<file path="config.mk">
export PLATFORM = sky130hd
export DESIGN_NAME = csv_line_field_splitter_unit_flat
export DESIGN_NICKNAME = d
export VERILOG_FILES = /design/src/hdl/csvs_pkg.sv /design/src/hdl/csvs_stream_if.sv /design/src/hdl/csv_line_field_splitter_unit.sv /design/src/hdl/csvs_csr.sv /design/src/hdl/csvs_parse.sv /design/src/hdl/csvs_outq.sv /design/src/flat_wrapper.sv
export VERILOG_INCLUDE_DIRS = /design/src /design/src/hdl
export SDC_FILE = /design/constraint.sdc
export NUM_CORES = 1
export LEC_CHECK = 0
export ABC_AREA = 1
export ABC_CLOCK_PERIOD_IN_PS = 1700
export BUFFER_PORTS_ARGS = -buffer_cell sky130_fd_sc_hd__buf_2
export CAP_MARGIN = 20
export CORE_MARGIN = 2
export CORE_UTILIZATION = 45
export DETAILED_ROUTE_END_ITERATION = 7
export PLACE_DENSITY = 0.77
export SLEW_MARGIN = 20
export SYNTH_ARGS = -nofsm -noshare
export SYNTH_HDL_FRONTEND = slang
export SYNTH_SLANG_ARGS = --single-unit
</file>
<file path="constraint.sdc">
create_clock -name clock -period 1.7 [get_ports clock]
set_input_delay 0.085 -clock clock [delete_from_list [all_inputs] [get_ports clock]]
set_output_delay 0.085 -clock clock [all_outputs]
set_load 0.05 [all_outputs]
</file>
<file path="src/hdl/csv_line_field_splitter_unit_macros.svh">
// Assertion helpers shared by the splitter modules.
`ifndef CSV_LINE_FIELD_SPLITTER_UNIT_MACROS_SVH
`define CSV_LINE_FIELD_SPLITTER_UNIT_MACROS_SVH

`ifndef SYNTHESIS

`define CSVS_ASSERT_NOW(lbl, clk, rst, ante, cons) \
   lbl: assert property (@(posedge clk) disable iff (rst) (ante) |-> (cons)) \
      else $error("csvs assertion failed");

`define CSVS_ASSERT_NEXT(lbl, clk, rst, ante, cons) \
   lbl: assert property (@(posedge clk) disable iff (rst) (ante) |=> (cons)) \
      else $error("csvs assertion failed");

`else

`define CSVS_ASSERT_NOW(lbl, clk, rst, ante, cons)

`define CSVS_ASSERT_NEXT(lbl, clk, rst, ante, cons)

`endif

`endif

</file>
<file path="src/hdl/csvs_pkg.sv">
`default_nettype none

package csvs_pkg;

   localparam int unsigned BYTE_W     = 8;
   localparam int unsigned CSR_DATA_W = 32;
   localparam int unsigned CSR_ADDR_W = 3;

   localparam logic [BYTE_W-1:0] QUOTE_BYTE = 8'h22;
   localparam logic [BYTE_W-1:0] CR_BYTE    = 8'h0D;
   localparam logic [BYTE_W-1:0] LF_BYTE    = 8'h0A;

   localparam logic [BYTE_W-1:0] DELIM_FIRST_RESET  = 8'd44;
   localparam logic [BYTE_W-1:0] DELIM_SECOND_RESET = 8'd59;

   typedef enum logic [1:0] {
      KIND_BYTE           = 2'd0,
      KIND_FIELD_END      = 2'd1,
      KIND_FIELD_LINE_END = 2'd2,
      KIND_LINE_END       = 2'd3
   } kind_type;

   typedef enum logic {
      REG_DELIM_FIRST  = 1'b0,
      REG_DELIM_SECOND = 1'b1
   } csr_reg_type;

   typedef struct packed {
      kind_type          kind;
      logic [BYTE_W-1:0] value;
      logic              last;
   } res_type;

   // results caused by one item: none, one, or two
   typedef struct packed {
      logic    load;
      logic    two;
      res_type first;
      res_type second;
   } pair_type;

endpackage

`default_nettype wire

</file>
<file path="src/hdl/csvs_stream_if.sv">
`default_nettype none

interface csvs_req_if;
   logic       valid;
   logic       ready;
   logic [7:0] text_byte;
   logic       line_last;

   modport source (output valid, output text_byte, output line_last, input ready);
   modport sink (input valid, input text_byte, input line_last, output ready);
endinterface

interface csvs_rsp_if;
   logic       valid;
   logic       ready;
   logic [1:0] kind;
   logic [7:0] value;
   logic       last;

   modport source (output valid, output kind, output value, output last, input ready);
   modport sink (input valid, input kind, input value, input last, output ready);
endinterface

`default_nettype wire

</file>
<file path="src/hdl/csv_line_field_splitter_unit.sv">
// The first result of an accepted item is registered and shows on rsp in the
// cycle after. Throughput: one item per cycle while rsp is ready and each item
// yields at most one result; an item with two results (a byte or field end plus
// the line end) holds req until the first leaves; results drain one per cycle.
// Reset (synchronous, active high) clears the parse state and the output
// register and returns the delimiters to comma and semicolon.
`default_nettype none

module csv_line_field_splitter_unit (
   input  wire logic                            clock,
   input  wire logic                            reset,
   csvs_req_if.sink                             req_chan,
   csvs_rsp_if.source                           rsp_chan,
   input  wire logic                            psel,
   input  wire logic                            penable,
   input  wire logic                            pwrite,
   input  wire logic [csvs_pkg::CSR_ADDR_W-1:0] paddr,
   input  wire logic [csvs_pkg::CSR_DATA_W-1:0] pwdata,
   output logic      [csvs_pkg::CSR_DATA_W-1:0] prdata,
   output logic                                 pready
);
   import csvs_pkg::*;

   logic [BYTE_W-1:0] delim_first;
   logic [BYTE_W-1:0] delim_second;
   logic              accept;
   logic              req_ready;
   pair_type          pair;
   res_type           rsp_res;

   assign accept         = req_chan.valid & req_ready;
   assign req_chan.ready = req_ready;

   csvs_csr u_csr (
      .clock        (clock),
      .reset        (reset),
      .psel         (psel),
      .penable      (penable),
      .pwrite       (pwrite),
      .paddr        (paddr),
      .pwdata       (pwdata),
      .prdata       (prdata),
      .pready       (pready),
      .delim_first  (delim_first),
      .delim_second (delim_second)
   );

   csvs_parse u_parse (
      .clock        (clock),
      .reset        (reset),
      .accept       (accept),
      .text_byte    (req_chan.text_byte),
      .line_last    (req_chan.line_last),
      .delim_first  (delim_first),
      .delim_second (delim_second),
      .pair         (pair)
   );

   csvs_outq u_outq (
      .clock     (clock),
      .reset     (reset),
      .accept    (accept),
      .pair      (pair),
      .rsp_ready (rsp_chan.ready),
      .rsp_valid (rsp_chan.valid),
      .rsp_res   (rsp_res),
      .req_ready (req_ready)
   );

   assign rsp_chan.kind  = rsp_res.kind;
   assign rsp_chan.value = rsp_res.value;
   assign rsp_chan.last  = rsp_res.last;

endmodule

`default_nettype wire

</file>
<file path="src/hdl/csvs_csr.sv">
`default_nettype none

module csvs_csr (
   input  wire logic                            clock,
   input  wire logic                            reset,
   input  wire logic                            psel,
   input  wire logic                            penable,
   input  wire logic                            pwrite,
   input  wire logic [csvs_pkg::CSR_ADDR_W-1:0] paddr,
   input  wire logic [csvs_pkg::CSR_DATA_W-1:0] pwdata,
   output logic      [csvs_pkg::CSR_DATA_W-1:0] prdata,
   output logic                                 pready,
   output logic      [csvs_pkg::BYTE_W-1:0]     delim_first,
   output logic      [csvs_pkg::BYTE_W-1:0]     delim_second
);
   import csvs_pkg::*;

   logic [BYTE_W-1:0] delim_first_ff, delim_first_in;
   logic [BYTE_W-1:0] delim_second_ff, delim_second_in;
   csr_reg_type       reg_sel;
   logic              wr_en;

   // registers sit on 4-byte strides, so the word index is the top address bit
   assign reg_sel = csr_reg_type'(paddr[CSR_ADDR_W-1]);
   assign wr_en   = psel & penable & pwrite;
   assign pready  = 1'b1;

   always_comb begin
      delim_first_in  = delim_first_ff;
      delim_second_in = delim_second_ff;
      prdata          = '0;
      unique case (reg_sel)
         REG_DELIM_FIRST: begin
            if (wr_en) delim_first_in = pwdata[BYTE_W-1:0];
            prdata = {{(CSR_DATA_W-BYTE_W){1'b0}}, delim_first_ff};
         end
         REG_DELIM_SECOND: begin
            if (wr_en) delim_second_in = pwdata[BYTE_W-1:0];
            prdata = {{(CSR_DATA_W-BYTE_W){1'b0}}, delim_second_ff};
         end
         default: prdata = '0;
      endcase
   end

   always_ff @(posedge clock) begin
      if (reset) begin
         delim_first_ff  <= DELIM_FIRST_RESET;
         delim_second_ff <= DELIM_SECOND_RESET;
      end else begin
         delim_first_ff  <= delim_first_in;
         delim_second_ff <= delim_second_in;
      end
   end

   assign delim_first  = delim_first_ff;
   assign delim_second = delim_second_ff;

endmodule

`default_nettype wire

</file>
<file path="src/hdl/csvs_parse.sv">
`default_nettype none

module csvs_parse (
   input  wire logic                        clock,
   input  wire logic                        reset,
   input  wire logic                        accept,
   input  wire logic [csvs_pkg::BYTE_W-1:0] text_byte,
   input  wire logic                        line_last,
   input  wire logic [csvs_pkg::BYTE_W-1:0] delim_first,
   input  wire logic [csvs_pkg::BYTE_W-1:0] delim_second,
   output csvs_pkg::pair_type               pair
);
   import csvs_pkg::*;
   `include "csv_line_field_splitter_unit_macros.svh"

   logic              in_quotes_ff, in_quotes_in;
   logic              quote_pending_ff, quote_pending_in;
   logic              delim_locked_ff, delim_locked_in;
   logic [BYTE_W-1:0] locked_delim_ff, locked_delim_in;
   logic              field_has_bytes_ff, field_has_bytes_in;
   logic              line_stopped_ff, line_stopped_in;

   always_comb begin
      logic    consumed;
      logic    is_delim;
      logic    emit;
      res_type body;
      res_type eol;

      in_quotes_in       = in_quotes_ff;
      quote_pending_in   = quote_pending_ff;
      delim_locked_in    = delim_locked_ff;
      locked_delim_in    = locked_delim_ff;
      field_has_bytes_in = field_has_bytes_ff;
      line_stopped_in    = line_stopped_ff;
      consumed           = 1'b0;
      is_delim           = 1'b0;
      emit               = 1'b0;
      body               = '{kind: KIND_BYTE, value: '0, last: 1'b1};
      eol                = '{kind: KIND_LINE_END, value: '0, last: 1'b1};

      if (!line_stopped_ff) begin
         // a held quote is settled by this byte before anything else
         if (quote_pending_ff) begin
            quote_pending_in = 1'b0;
            if (text_byte == QUOTE_BYTE) begin
               emit               = 1'b1;
               body.value         = QUOTE_BYTE;
               field_has_bytes_in = 1'b1;
               consumed           = 1'b1;
            end else begin
               in_quotes_in = !in_quotes_ff;
            end
         end

         if (!consumed) begin
            if (text_byte == CR_BYTE || text_byte == LF_BYTE) begin
               line_stopped_in = 1'b1;
            end else if (in_quotes_in) begin
               if (text_byte == QUOTE_BYTE) begin
                  quote_pending_in = 1'b1;
               end else begin
                  emit               = 1'b1;
                  body.value         = text_byte;
                  field_has_bytes_in = 1'b1;
               end
            end else begin
               if (!delim_locked_ff) begin
                  is_delim = (text_byte == delim_first) || (text_byte == delim_second);
                  if (is_delim) begin
                     delim_locked_in = 1'b1;
                     locked_delim_in = text_byte;
                  end
               end else begin
                  is_delim = (text_byte == locked_delim_ff);
               end

               if (is_delim) begin
                  emit               = 1'b1;
                  body.kind          = KIND_FIELD_END;
                  field_has_bytes_in = 1'b0;
               end else if (text_byte == QUOTE_BYTE) begin
                  quote_pending_in = 1'b1;
               end else begin
                  emit               = 1'b1;
                  body.value         = text_byte;
                  field_has_bytes_in = 1'b1;
               end
            end
         end
      end

      eol.kind = field_has_bytes_in ? KIND_FIELD_LINE_END : KIND_LINE_END;

      pair.load   = emit | line_last;
      pair.two    = emit & line_last;
      pair.first  = emit ? body : eol;
      pair.second = eol;
      if (emit && line_last) pair.first.last = 1'b0;

      if (line_last) begin
         in_quotes_in       = 1'b0;
         quote_pending_in   = 1'b0;
         delim_locked_in    = 1'b0;
         locked_delim_in    = '0;
         field_has_bytes_in = 1'b0;
         line_stopped_in    = 1'b0;
      end
   end

   always_ff @(posedge clock) begin
      if (reset) begin
         in_quotes_ff       <= 1'b0;
         quote_pending_ff   <= 1'b0;
         delim_locked_ff    <= 1'b0;
         locked_delim_ff    <= '0;
         field_has_bytes_ff <= 1'b0;
         line_stopped_ff    <= 1'b0;
      end else if (accept) begin
         in_quotes_ff       <= in_quotes_in;
         quote_pending_ff   <= quote_pending_in;
         delim_locked_ff    <= delim_locked_in;
         locked_delim_ff    <= locked_delim_in;
         field_has_bytes_ff <= field_has_bytes_in;
         line_stopped_ff    <= line_stopped_in;
      end
   end

   `CSVS_ASSERT_NOW(a_stop_no_pending, clock, reset, line_stopped_ff, !quote_pending_ff)
   `CSVS_ASSERT_NEXT(a_line_end_clears, clock, reset, accept && line_last,
      !delim_locked_ff && !in_quotes_ff && !line_stopped_ff)

endmodule

`default_nettype wire

</file>
<file path="src/hdl/csvs_outq.sv">
`default_nettype none

module csvs_outq (
   input  wire logic               clock,
   input  wire logic               reset,
   input  wire logic               accept,
   input  wire csvs_pkg::pair_type pair,
   input  wire logic               rsp_ready,
   output logic                    rsp_valid,
   output csvs_pkg::res_type       rsp_res,
   output logic                    req_ready
);
   import csvs_pkg::*;
   `include "csv_line_field_splitter_unit_macros.svh"

   res_type head_ff, head_in;
   res_type tail_ff, tail_in;
   logic    head_valid_ff, head_valid_in;
   logic    tail_valid_ff, tail_valid_in;
   logic    pop;

   assign pop       = head_valid_ff & rsp_ready;
   // new pair fits if no second result waits and the head is empty or leaves
   assign req_ready = !tail_valid_ff && (!head_valid_ff || rsp_ready);

   always_comb begin
      head_in       = head_ff;
      tail_in       = tail_ff;
      head_valid_in = head_valid_ff;
      tail_valid_in = tail_valid_ff;
      if (pop) begin
         head_in       = tail_ff;
         head_valid_in = tail_valid_ff;
         tail_valid_in = 1'b0;
      end
      if (accept && pair.load) begin
         head_in       = pair.first;
         head_valid_in = 1'b1;
         tail_in       = pair.second;
         tail_valid_in = pair.two;
      end
   end

   always_ff @(posedge clock) begin
      if (reset) begin
         head_valid_ff <= 1'b0;
         tail_valid_ff <= 1'b0;
      end else begin
         head_valid_ff <= head_valid_in;
         tail_valid_ff <= tail_valid_in;
      end
      head_ff <= head_in;
      tail_ff <= tail_in;
   end

   assign rsp_valid = head_valid_ff;
   assign rsp_res   = head_ff;

   `CSVS_ASSERT_NOW(a_tail_needs_head, clock, reset, tail_valid_ff, head_valid_ff)
   `CSVS_ASSERT_NOW(a_not_last_has_tail, clock, reset,
      head_valid_ff && !head_ff.last, tail_valid_ff)
   `CSVS_ASSERT_NEXT(a_pair_loads_both, clock, reset, accept && pair.load && pair.two,
      head_valid_ff && tail_valid_ff)

endmodule

`default_nettype wire

</file>
<file path="src/flat_wrapper.sv">
// flat-port wrapper written by rule: the top's interface ports become plain ports
module csv_line_field_splitter_unit_flat import csvs_pkg::*;
  (clock, reset, psel, penable, pwrite, paddr, pwdata, prdata, pready, req_chan_valid, req_chan_text_byte, req_chan_line_last, req_chan_ready, rsp_chan_valid, rsp_chan_kind, rsp_chan_value, rsp_chan_last, rsp_chan_ready);
  csvs_req_if req_chan_i ();
  csvs_rsp_if rsp_chan_i ();
  input  wire logic clock;
  input  wire logic reset;
  input  wire logic psel;
  input  wire logic penable;
  input  wire logic pwrite;
  input  wire logic [csvs_pkg::CSR_ADDR_W-1:0] paddr;
  input  wire logic [csvs_pkg::CSR_DATA_W-1:0] pwdata;
  output logic      [csvs_pkg::CSR_DATA_W-1:0] prdata;
  output logic pready;
  input wire logic [$bits(req_chan_i.valid)-1:0] req_chan_valid;
  input wire logic [$bits(req_chan_i.text_byte)-1:0] req_chan_text_byte;
  input wire logic [$bits(req_chan_i.line_last)-1:0] req_chan_line_last;
  output wire logic [$bits(req_chan_i.ready)-1:0] req_chan_ready;
  output wire logic [$bits(rsp_chan_i.valid)-1:0] rsp_chan_valid;
  output wire logic [$bits(rsp_chan_i.kind)-1:0] rsp_chan_kind;
  output wire logic [$bits(rsp_chan_i.value)-1:0] rsp_chan_value;
  output wire logic [$bits(rsp_chan_i.last)-1:0] rsp_chan_last;
  input wire logic [$bits(rsp_chan_i.ready)-1:0] rsp_chan_ready;
  assign req_chan_i.valid = req_chan_valid;
  assign req_chan_i.text_byte = req_chan_text_byte;
  assign req_chan_i.line_last = req_chan_line_last;
  assign req_chan_ready = req_chan_i.ready;
  assign rsp_chan_valid = rsp_chan_i.valid;
  assign rsp_chan_kind = rsp_chan_i.kind;
  assign rsp_chan_value = rsp_chan_i.value;
  assign rsp_chan_last = rsp_chan_i.last;
  assign rsp_chan_i.ready = rsp_chan_ready;
  csv_line_field_splitter_unit u_core (.clock(clock), .reset(reset), .req_chan(req_chan_i), .rsp_chan(rsp_chan_i), .psel(psel), .penable(penable), .pwrite(pwrite), .paddr(paddr), .pwdata(pwdata), .prdata(prdata), .pready(pready));
endmodule
</file>
; After elaboration in Yosys (flattened, before gate mapping)
; Index checks and enable logic that the tools add are counted.
[word_totals]
register_bits = 44
latchBits = 0
ramBits = 0
mem_bits_ro = 0
input_bits = 51
output_inout_bits = 46
word_cells = 120
memories = 0
[op_classes]
add_sub_neg = 0
n_mul = 0
div_mod_pow = 0
order_cmp = 0
n_eq_ne = 11
n_shift = 0
n_mux = 72
bitwise_logic = 7
n_reduce_logical = 16
[ops]
columns = operator, count
row1 = $mux 8, 10
row2 = $pmux 32 s2, 1
row3 = $mux 1, 52
row4 = $mux 11, 3
row5 = $mux 10, 3
row6 = $eq 8x8->1, 3
row7 = $eq 8x4->1 const B, 2
row8 = $mux 6, 2
row9 = $ne 2x2->1 const B, 5
row10 = $eq 8x6->1 const B, 1
row11 = $reduce_and 7->1, 1
row12 = $reduce_and 2->1, 3
row13 = $and 1x1->1, 5
row14 = $reduce_and 5->1, 1
row15 = $reduce_bool 2->1, 2
row16 = $logic_and 1x1->1, 3
row17 = $logic_not 1->1, 3
row18 = $logic_or 1x1->1, 3
row19 = $mux 2, 1
row20 = $not 1->1, 1
row21 = $or 1x1->1, 1

; Depth between registers and ports, before layout
; Gate-level depths: netlist of the first run.
[depth]
word_depth = 17
ltp_mapped = 15
ltp_nobuf = 14

; Cells and area by module
; A second synthesis of the first run with hierarchy kept.
[hier_totals]
cells_unflattened = 442
hier_area_um2 = 3184.3
[by_module_without_submodules]
columns = mod, instances, cells_each, area_per_inst_um2, seq_area_each_um2
row1 = csvs_parse, 1, 224, 1343.8, 260.2
row2 = csvs_csr, 1, 142, 928.4, 320.3
row3 = csvs_outq, 1, 74, 904.6, 700.7
row4 = csv_line_field_splitter_unit, 1, 2, 7.5, 0.0

; Least setup slack after synthesis of the first run
; No wires, ideal clock.
[synth_path]
path_kind = flip-flop to flip-flop
startpoint = register u_core.u_outq.head_valid_ff (netlist: u_core.u_outq.rsp_valid)
endpoint = register u_core.u_parse.locked_delim_ff[3]
setup_ns = 0.130
arrival_ns = 2.179
required_time_ns = 1.570
path_slack_ns = -0.609
path_stages_with_launch = 12
n_path_buf = 1
path_cell_list = dfxtp_1 > a21oi_2 > nand2_2 > inv_2 > nand2_2 > a21oi_4 > nand2_4 > nor2_8 > buf_12 > o21ai_2 > o21ai_2 > nor2_2
[synth_between]
elab_chain_len = 5
[synth_rtl]
columns = item, line
row1 = from (decl), csvs_outq.sv:18  ; logic head_valid_ff, head_valid_in;
row2 = from (signal assigned), csvs_outq.sv:49  ; head_valid_ff <= head_valid_in;
row3 = $logic_not 1->1, csvs_outq.sv:24  ; assign req_ready = !tail_valid_ff && (!head_valid_ff || rsp_ready);
row4 = $logic_or 1x1->1, csvs_outq.sv:24
row5 = $logic_and 1x1->1, csvs_outq.sv:24
row6 = via req_chan_ready, flat_wrapper.sv:18  ; output wire logic [$bits(req_chan_i.ready)-1:0] req_chan_ready;
row7 = $and 1x1->1, csv_line_field_splitter_unit.sv:31  ; assign accept = req_chan.valid & req_ready;
row8 = $reduce_and 7->1 (no line), n/a
row9 = to (signal assigned), csvs_parse.sv:123  ; locked_delim_ff <= locked_delim_in;
row10 = to (decl), csvs_parse.sv:19  ; logic [BYTE_W-1:0] locked_delim_ff, locked_delim_in;
; The timed path passes the listed nets, and every way through them passes these cells.
; A chain may end at the register's enable or synchronous reset.

; Worst setup path in the final report of the first run
[layout_path]
startpoint = register u_core.u_csr.delim_second_ff[5] (netlist: u_core.u_csr.delim_second[5])
endpoint = register u_core.u_outq.head_ff (netlist bit u_core.u_outq.rsp_res[3]), enable pin
[layout_between]
elab_chain_len = 15
[layout_rtl]
columns = item, line
row1 = from (decl), csvs_csr.sv:19  ; logic [BYTE_W-1:0] delim_second_ff, delim_second_in;
row2 = from (signal assigned), csvs_csr.sv:51  ; delim_second_ff <= delim_second_in;
row3 = $eq 8x8->1, csvs_parse.sv:69  ; is_delim = (text_byte == delim_first) || (text_byte == delim_second);
row4 = $logic_or 1x1->1, csvs_parse.sv:69
row5 = $mux 1, csvs_parse.sv:68  ; if (!delim_locked_ff) begin
row6 = $mux 1, csvs_parse.sv:59  ; end else if (in_quotes_in) begin
row7 = $mux 1, csvs_parse.sv:57  ; if (text_byte == CR_BYTE || text_byte == LF_BYTE) begin
row8 = $mux 1, csvs_parse.sv:56  ; if (!consumed) begin
row9 = $mux 1, csvs_parse.sv:42  ; if (!line_stopped_ff) begin
row10 = $mux 1, csvs_parse.sv:78  ; if (is_delim) begin
row11 = $mux 1, csvs_parse.sv:59
row12 = $mux 1, csvs_parse.sv:57
row13 = $mux 1, csvs_parse.sv:56
row14 = $mux 1, csvs_parse.sv:42
row15 = $or 1x1->1, csvs_parse.sv:95  ; pair.load = emit | line_last;
row16 = $logic_and 1x1->1, csvs_outq.sv:36  ; if (accept && pair.load) begin
row17 = $reduce_bool 2->1 (no line), n/a
row18 = to (signal assigned), csvs_outq.sv:52  ; head_ff <= head_in;
row19 = to (decl), csvs_outq.sv:16  ; res_type head_ff, head_in;
; Every way passes these cells. The select of a mux whose other input is x is not followed.

==> out/metrics.yaml, run 1 <==
outcome:
  run_status: "finished, violations left"
  failed_checks: "negative setup slack"
logic_synthesis:
  synth.area.mux_share_pct: 0
  ys_warn_count: 0
  synth_top_cell_area_share_pct: 24.1
  post_synth_xor_area_fraction_pct: 5.09
  netlist.top_cell.by_area: "sky130_fd_sc_hd__dfxtp_1"
  synth_enable_flop_cells: 12
  synth_compound_gate_area_share_pct: 14.5
  post_synth_instance_area_mm2: 0.00258
  synth-async-reset-ratio_pct: 0
  ys_seq_area_share_pct: 38.0
  synth_fa_ha_area_share_pct: 0
  ys_types: 32
  synthesis.instances: 330
  synth-main-ff-cell: "sky130_fd_sc_hd__dfxtp_1"
  dominant_combinational_cell_family_by_area_after_synthesis: "simple AND/OR/NAND/NOR gates"
  postSynthAreaPerCell_um2: 7.82
  yosys.area_share.simple_pct: 26.8
  ff_latch_count_synth: 43
  synth_top_cells_by_area: "sky130_fd_sc_hd__dfxtp_1 24%, sky130_fd_sc_hd__edfxtp_1 14%, sky130_fd_sc_hd__nand2_1 11%"
layout:
  syn2layout_area_growth_pct: 28.2
  multi_input_area_mm2: 0.00141
  post_route_cells_drive_above_1_share_pct: 43.1
  layout.nets: 465
  fillers: 482
  antennaDiodeCount: 0
  post-route-cell-area_mm2: 0.00331
  ff_latch_area_um2: 1000
  utilization_pct: 60.1
floorplan:
  start_util_pct: 46.9
  die-area_mm2: 0.00636
  core_region_area_mm2: 0.00551
  top_level_ports: 97
  die_extent_in_x_um: 79.7
  std_cell_rows: 27
  chipHeight_um: 79.7
worst_setup_path:
  timing.critical_path.to_type: "flop"
  crit_path_max_fanout: 10
  critical_path_arrival_ns: 1.79
  critical_path.startpoint_type: "flop"
  required_time_reported_for_the_critical_path_endpoint_ns: 1.72
  worstSetupPathType: "flop to flop"
job:
  cap_viol_max_count: 0
clock_tree:
  clock_transition_at_the_registers_of_the_reported_paths_ns: 0.09
  tritoncts_clock_tree: "built"
  cts_hold_buf: 0
  worst_skew_pair.late_latency_ns: 0.30
  clock_tree.htree_level_count: 2
  cts_made_buffers: 5
  clk_path_buf_depth: 2
  clkSinkCount: 43
  cts_root_buffer: "sky130_fd_sc_hd__clkbuf_8"
detailed_routing:
  drt_wl_total_mm: 5.79
  vias: 2306
  drtAntennaViolNets: 0
  vias_per_cell: 4.74
  firstDrtPassIters: 5
  drt-wirelength-per-cell_um: 11.9
  drc_errors: 0
  drtIter0Drc: 79
power_and_ir_drop:
  post-layout-total-power_mw: 2.74
  leakage_nw: 1.54
  power_per_cell_area_mw_per_mm2: 830
  peakVddDrop_uv: 604
sta:
  layout_worst_path_cycle_share_pct: 104
  setup_repair_after_global_routing_missed_its_margin: "yes"
  report.final.setup_viol: 11
  final_max_slew_viol_count: 0
  hold_ws_ns: 0.00717
  clock_skew_ns: 0.0102
  setup_tns_ns: -0.720
  report.final.hold_viol_count: 0
  fin_crit_ns: 1.77
  achievable-frequency_ghz: 0.565
  final_worst_setup_slack_ns: -0.0696
hold_path:
  hold_path_class: "input port to flop"
grt:
  grt_first_pass_wirelength_mm: 9.27
  number_of_global_route_vias_before_repair: 2068
  globalRouteTotalUtil_pct: 18.6
  grt-ovfl-total: 0
  grt_antenna_before_repair: 0
  maximum_number_of_pins_on_one_net_before_global_route_repair: 18
place:
  port-buffer-count: 45
  dpl-instance-area_mm2: 0.00303
  place_hpwl_mm: 4.28
  finalWeightedCongestion: 0.857
metrics by stage:
step                setup slack, ns  cells
floorplan                    -0.179    353
global placement            -0.0444    474
detailed placement          -0.0597    474
CTS                         -0.0487    483
global route                 -0.177    487
finish                      -0.0696    487
flip-flops by register name, indices dropped and copies added (netlist names):
signal	count
u_core.u_outq.tail_ff	1
u_core.u_outq.tail_valid_ff	1
u_core.u_parse.quote_pending_ff	1
u_core.u_parse.line_stopped_ff	1
u_core.u_csr.delim_first	8
u_core.u_parse.field_has_bytes_ff	1
u_core.u_parse.delim_locked_ff	1
u_core.u_csr.delim_second	8
u_core.u_parse.locked_delim_ff	8
u_core.u_outq.rsp_res	11
u_core.u_outq.rsp_valid	1
u_core.u_parse.in_quotes_ff	1
final timing paths:
path                                      from                           endpoint  slack [ns]  cells after the start
max               u_core.u_csr.delim_second[5]           u_core.u_outq.rsp_res[3]       -0.07                     10
min reg2reg  u_core.u_parse.field_has_bytes_ff  u_core.u_parse.field_has_bytes_ff        0.47                      2
min                                  pwdata[5]        u_core.u_csr.delim_first[5]       0.007                      3
max reg2reg       u_core.u_csr.delim_second[5]           u_core.u_outq.rsp_res[3]       -0.07                     10
critical path: stages, from the launching register on:
cell and delay, ns:
sky130_fd_sc_hd__dfxtp_2 0.35, sky130_fd_sc_hd__xnor2_2 0.14, sky130_fd_sc_hd__nand2_1 0.06, sky130_fd_sc_hd__nor2_1 0.15, sky130_fd_sc_hd__nand2_1 0.11, sky130_fd_sc_hd__nand3_2 0.10
sky130_fd_sc_hd__nand2_2 0.09, sky130_fd_sc_hd__nand3_4 0.09, sky130_fd_sc_hd__nand3_4 0.07, sky130_fd_sc_hd__o211ai_1 0.16, sky130_fd_sc_hd__buf_12 0.17
cell families (layout without fill, tap and decap cells):
| logic type | after synthesis | count (layout) |
|---|---|---|
| buffers and inverters | 68 | 130 |
| XOR/XNOR | 15 | 15 |
| AO/OA/AOI/OAI | 59 | 59 |
| AND/OR/NAND/NOR | 143 | 143 |
| flip-flops | 43 | 43 |
| other | 2 | 25 |
layer usage:
metal | up-vias | global-route usage (%) | share of wire, %
li1 | 1183 | - | -
met1 | 1069 | 22.7 | 43
met2 | 52 | 32.7 | 52
met3 | 2 | 3.96 | 4.8
met4 | 0 | 5.52 | 0.41
met5 | - | 0 | 0
Yosys cell counts (6+ instances only):
library cell	n
sky130_fd_sc_hd__nand2_1	73
sky130_fd_sc_hd__dfxtp_1	31
sky130_fd_sc_hd__buf_4	27
sky130_fd_sc_hd__o21ai_0	26
sky130_fd_sc_hd__inv_1	24
sky130_fd_sc_hd__nor2_1	18
sky130_fd_sc_hd__nand3_1	16
sky130_fd_sc_hd__a21oi_1	15
sky130_fd_sc_hd__xnor2_1	15
sky130_fd_sc_hd__edfxtp_1	12
sky130_fd_sc_hd__nor2_2	11
sky130_fd_sc_hd__o21ai_2	10
sky130_fd_sc_hd__inv_2	9
sky130_fd_sc_hd__nand2_2	7
sky130_fd_sc_hd__nor3_1	6
cell type report:
| class | instances | area share (%) |
|---|---|---|
| clock buffer | 6 | 2.19 |
| clock inverter | 2 | 0.378 |
| inverter | 34 | 4.27 |
| multi-input combinational | 242 | 42.7 |
| sequential | 43 | 30.2 |
| tap | 72 | 2.72 |
| timing repair buffer | 88 | 17.5 |
power by group:
part	total [mW]	internal [mW]	switching [mW]
registers	1.19	1.15	0.0415
clock network	0.648	0.288	0.360
logic	0.909	0.285	0.623
cell usage in the layout (no fill, tap or decap), types with 2 or more instances in the layout:
cell type	count
sky130_fd_sc_hd__buf_4	39
sky130_fd_sc_hd__buf_12	2
sky130_fd_sc_hd__a211oi_1	3
sky130_fd_sc_hd__nand2_2	7
sky130_fd_sc_hd__a21oi_4	3
sky130_fd_sc_hd__nor2_2	12
sky130_fd_sc_hd__conb_1	25
sky130_fd_sc_hd__xnor2_2	5
sky130_fd_sc_hd__nor3_2	5
sky130_fd_sc_hd__nor2_1	17
sky130_fd_sc_hd__nand2_1	71
sky130_fd_sc_hd__nand2_4	4
sky130_fd_sc_hd__inv_2	12
sky130_fd_sc_hd__o21ai_2	10
sky130_fd_sc_hd__xnor2_1	10
sky130_fd_sc_hd__o21ai_1	6
sky130_fd_sc_hd__dfxtp_1	18
sky130_fd_sc_hd__nand3_2	2
sky130_fd_sc_hd__o21ai_0	20
sky130_fd_sc_hd__clkinv_2	2
sky130_fd_sc_hd__clkbuf_8	5
sky130_fd_sc_hd__buf_2	45
sky130_fd_sc_hd__a21oi_2	2
sky130_fd_sc_hd__nand4_1	4
sky130_fd_sc_hd__edfxtp_1	12
sky130_fd_sc_hd__inv_1	19
sky130_fd_sc_hd__nand3_1	14
sky130_fd_sc_hd__buf_6	2
sky130_fd_sc_hd__dfxtp_2	12
sky130_fd_sc_hd__nand3_4	2
sky130_fd_sc_hd__a21oi_1	14
what timing repair did:
item                       in CTS  in global routing
pin swaps                       0                  3
resized for setup               9                 35
buffers inserted                1                  4
setup endpoints to repair      13                 30
Power figures use the tool's default switching activity.
==> inputs of run 2 (changes only) <==
- REMOVE_ABC_BUFFERS: unset -> 1
==> out/metrics.yaml, run 2 (synthesis gave the netlist of run 1 again) <==
clock_tree:
  cts_root_buffer: "sky130_fd_sc_hd__clkbuf_8"
  worst_skew_pair.late_latency_ns: 0.30
  cts_made_buffers: 5
  clkSinkCount: 43
  tritoncts_clock_tree: "built"
  clk_path_buf_depth: 2
  clock_transition_at_the_registers_of_the_reported_paths_ns: 0.08
  clock_tree.htree_level_count: 2
sta:
  hold_ws_ns: 0.000740
  setup_repair_after_global_routing_missed_its_margin: "yes"
  final_max_slew_viol_count: 0
  report.final.setup_viol: 13
  layout_worst_path_cycle_share_pct: 106
  setup_tns_ns: -1.23
  clock_skew_ns: 0.00480
  fin_crit_ns: 1.81
  max_slew_margin_pct: 66.9
  achievable-frequency_ghz: 0.553
  worstMarginPinSlew_ns: 0.495
  report.final.hold_viol_count: 0
  final_worst_setup_slack_ns: -0.109
detailed_routing:
  met3_wirelength_um: 269
  drc_errors: 0
  drtIter0Drc: 179
  wire_length_on_met1_mm: 2.70
  routed-wl-met2_mm: 3.11
  vias_per_cell: 4.83
  highest_layer: "met4"
  drt_wl_total_mm: 6.17
  vias: 2338
  firstDrtPassIters: 4
  drt-wirelength-per-cell_um: 12.7
  drtAntennaViolNets: 0
grt:
  maximum_number_of_pins_on_one_net_before_global_route_repair: 18
  grt-ovfl-total: 0
  globalRouteTotalUtil_pct: 18.0
  grt_antenna_before_repair: 0
  number_of_global_route_vias_before_repair: 2001
  grt_first_pass_wirelength_mm: 8.86
power_and_ir_drop:
  cellInternalPower_mw: 1.79
  p_seq_share_pct: 41.8
  peakVddDrop_uv: 351
  pwr-share-clk_pct: 26.2
  post-layout-total-power_mw: 2.83
  power.net_switching_mw: 1.04
  p_comb_share_pct: 32.0
  power_per_cell_area_mw_per_mm2: 862
  sw_share_pct: 36.7
  leakage_nw: 1.51
layout:
  layoutNonFillerInstCount: 484
  post_route_cells_drive_above_1_share_pct: 41.0
  flip_flop_count_of_the_largest_register_all_copies_and_words_added: 11
  fillers: 458
  syn2layout_area_growth_pct: 27.4
  leading_cell_types_in_the_layout_fill_and_taps_excluded: "69 x sky130_fd_sc_hd__nand2_1, 45 x sky130_fd_sc_hd__buf_2, 30 x sky130_fd_sc_hd__buf_4, 26 x sky130_fd_sc_hd__o21ai_0, 25 x sky130_fd_sc_hd__conb_1"
  layout.nets: 462
  antennaDiodeCount: 0
  post-route-cell-area_mm2: 0.00329
  utilization_pct: 59.7
  layout.cells.most_common: "sky130_fd_sc_hd__nand2_1"
place:
  dpl-instance-area_mm2: 0.00295
  post-place-cells: 465
  pre_cts_ws_ns: -0.0679
  place_hpwl_mm: 4.07
  port-buffer-count: 45
  finalWeightedCongestion: 0.830
floorplan:
  top_level_ports: 97
  start_util_pct: 46.9
  chipHeight_um: 79.7
  std_cell_rows: 27
  die_extent_in_x_um: 79.7
  die-area_mm2: 0.00636
  core_region_area_mm2: 0.00551
job:
  cap_viol_max_count: 0
worst_setup_path:
  timing.critical_path.to_type: "flop"
  worstSetupPathType: "flop to flop"
  required_time_reported_for_the_critical_path_endpoint_ns: 1.73
  critical_path_arrival_ns: 1.83
  crit_path_max_fanout: 11
  critical_path.startpoint_type: "flop"
  r2r_setup_slack_ns: -0.11
outcome:
  run_status: "finished, violations left"
  failed_checks: "negative setup slack"
hold_path:
  hold_path_class: "input port to flop"
==> run 2: changes by cell type in the layout (fill, tap and decap cells not counted), sizes merged <==
cell,previous run,this run
nor2,30,31
dlygate4sd3,0,2
buf,88,81
inv,32,33
clkinv,3,2
clkinvlp,1,0
clkbuf,6,8
==> run 2: layer usage <==
metal / GRT usage (%) / vias up
met3: 3.17 / 7
met1: 23.2 / 1089
met2: 29.7 / 64
met5: 0 / -
met4: 7.41 / 0
li1: - / 1178
==> run 2: layout make-up <==
cell class,instances,area [um2],area share (%)
clock inverter,1,6.26,0.190
tap,72,90.1,2.74
inverter,34,144,4.38
clock buffer,7,96.3,2.93
sequential,43,991,30.1
timing repair buffer,84,563,17.1
multi-input combinational,243,1400,42.5
==> run 2: power by group through the flow <==
stage               Combinational [mW]  Clock, mW  Sequential, mW
floorplan                        0.448          0            1.34
global placement                 0.807          0            1.20
detailed placement               0.815          0            1.20
CTS                              0.823      0.749            1.18
global route                     0.968      0.792            1.19
finish                           0.907      0.742            1.18
==> run 2: timing repair <==
item,in CTS,in global routing
gates cloned,0,1
pin swaps,0,11
buffers inserted,0,8
resized for setup,2,44
hold endpoints to repair,2,0
hold buffers,2,0
setup endpoints to repair,13,32
==> run 2: worst max-delay path, stage by stage, from the launching register on <==
cell	delay [ns]
sky130_fd_sc_hd__dfxtp_2	0.34
sky130_fd_sc_hd__inv_1	0.05
sky130_fd_sc_hd__nand2_1	0.05
sky130_fd_sc_hd__nand2_1	0.06
sky130_fd_sc_hd__nand2_1	0.07
sky130_fd_sc_hd__nor2_2	0.14
sky130_fd_sc_hd__nand2_1	0.08
sky130_fd_sc_hd__a21oi_2	0.14
sky130_fd_sc_hd__nand2_2	0.10
sky130_fd_sc_hd__nand3_4	0.09
sky130_fd_sc_hd__nand3_4	0.08
sky130_fd_sc_hd__o211ai_1	0.14
sky130_fd_sc_hd__clkbuf_16	0.21
==> run 2: path summary, 6_finish.rpt <==
| kind | from | end | cells past startpoint |
|---|---|---|---|
| setup reg to reg | u_core.u_parse.locked_delim_ff[4] | u_core.u_outq.rsp_res[2] | 12 |
| hold reg to reg | u_core.u_parse.field_has_bytes_ff | u_core.u_parse.field_has_bytes_ff | 2 |
| hold / removal | pwdata[0] | u_core.u_csr.delim_second[0] | 3 |
| setup / recovery | u_core.u_parse.locked_delim_ff[4] | u_core.u_outq.rsp_res[2] | 12 |
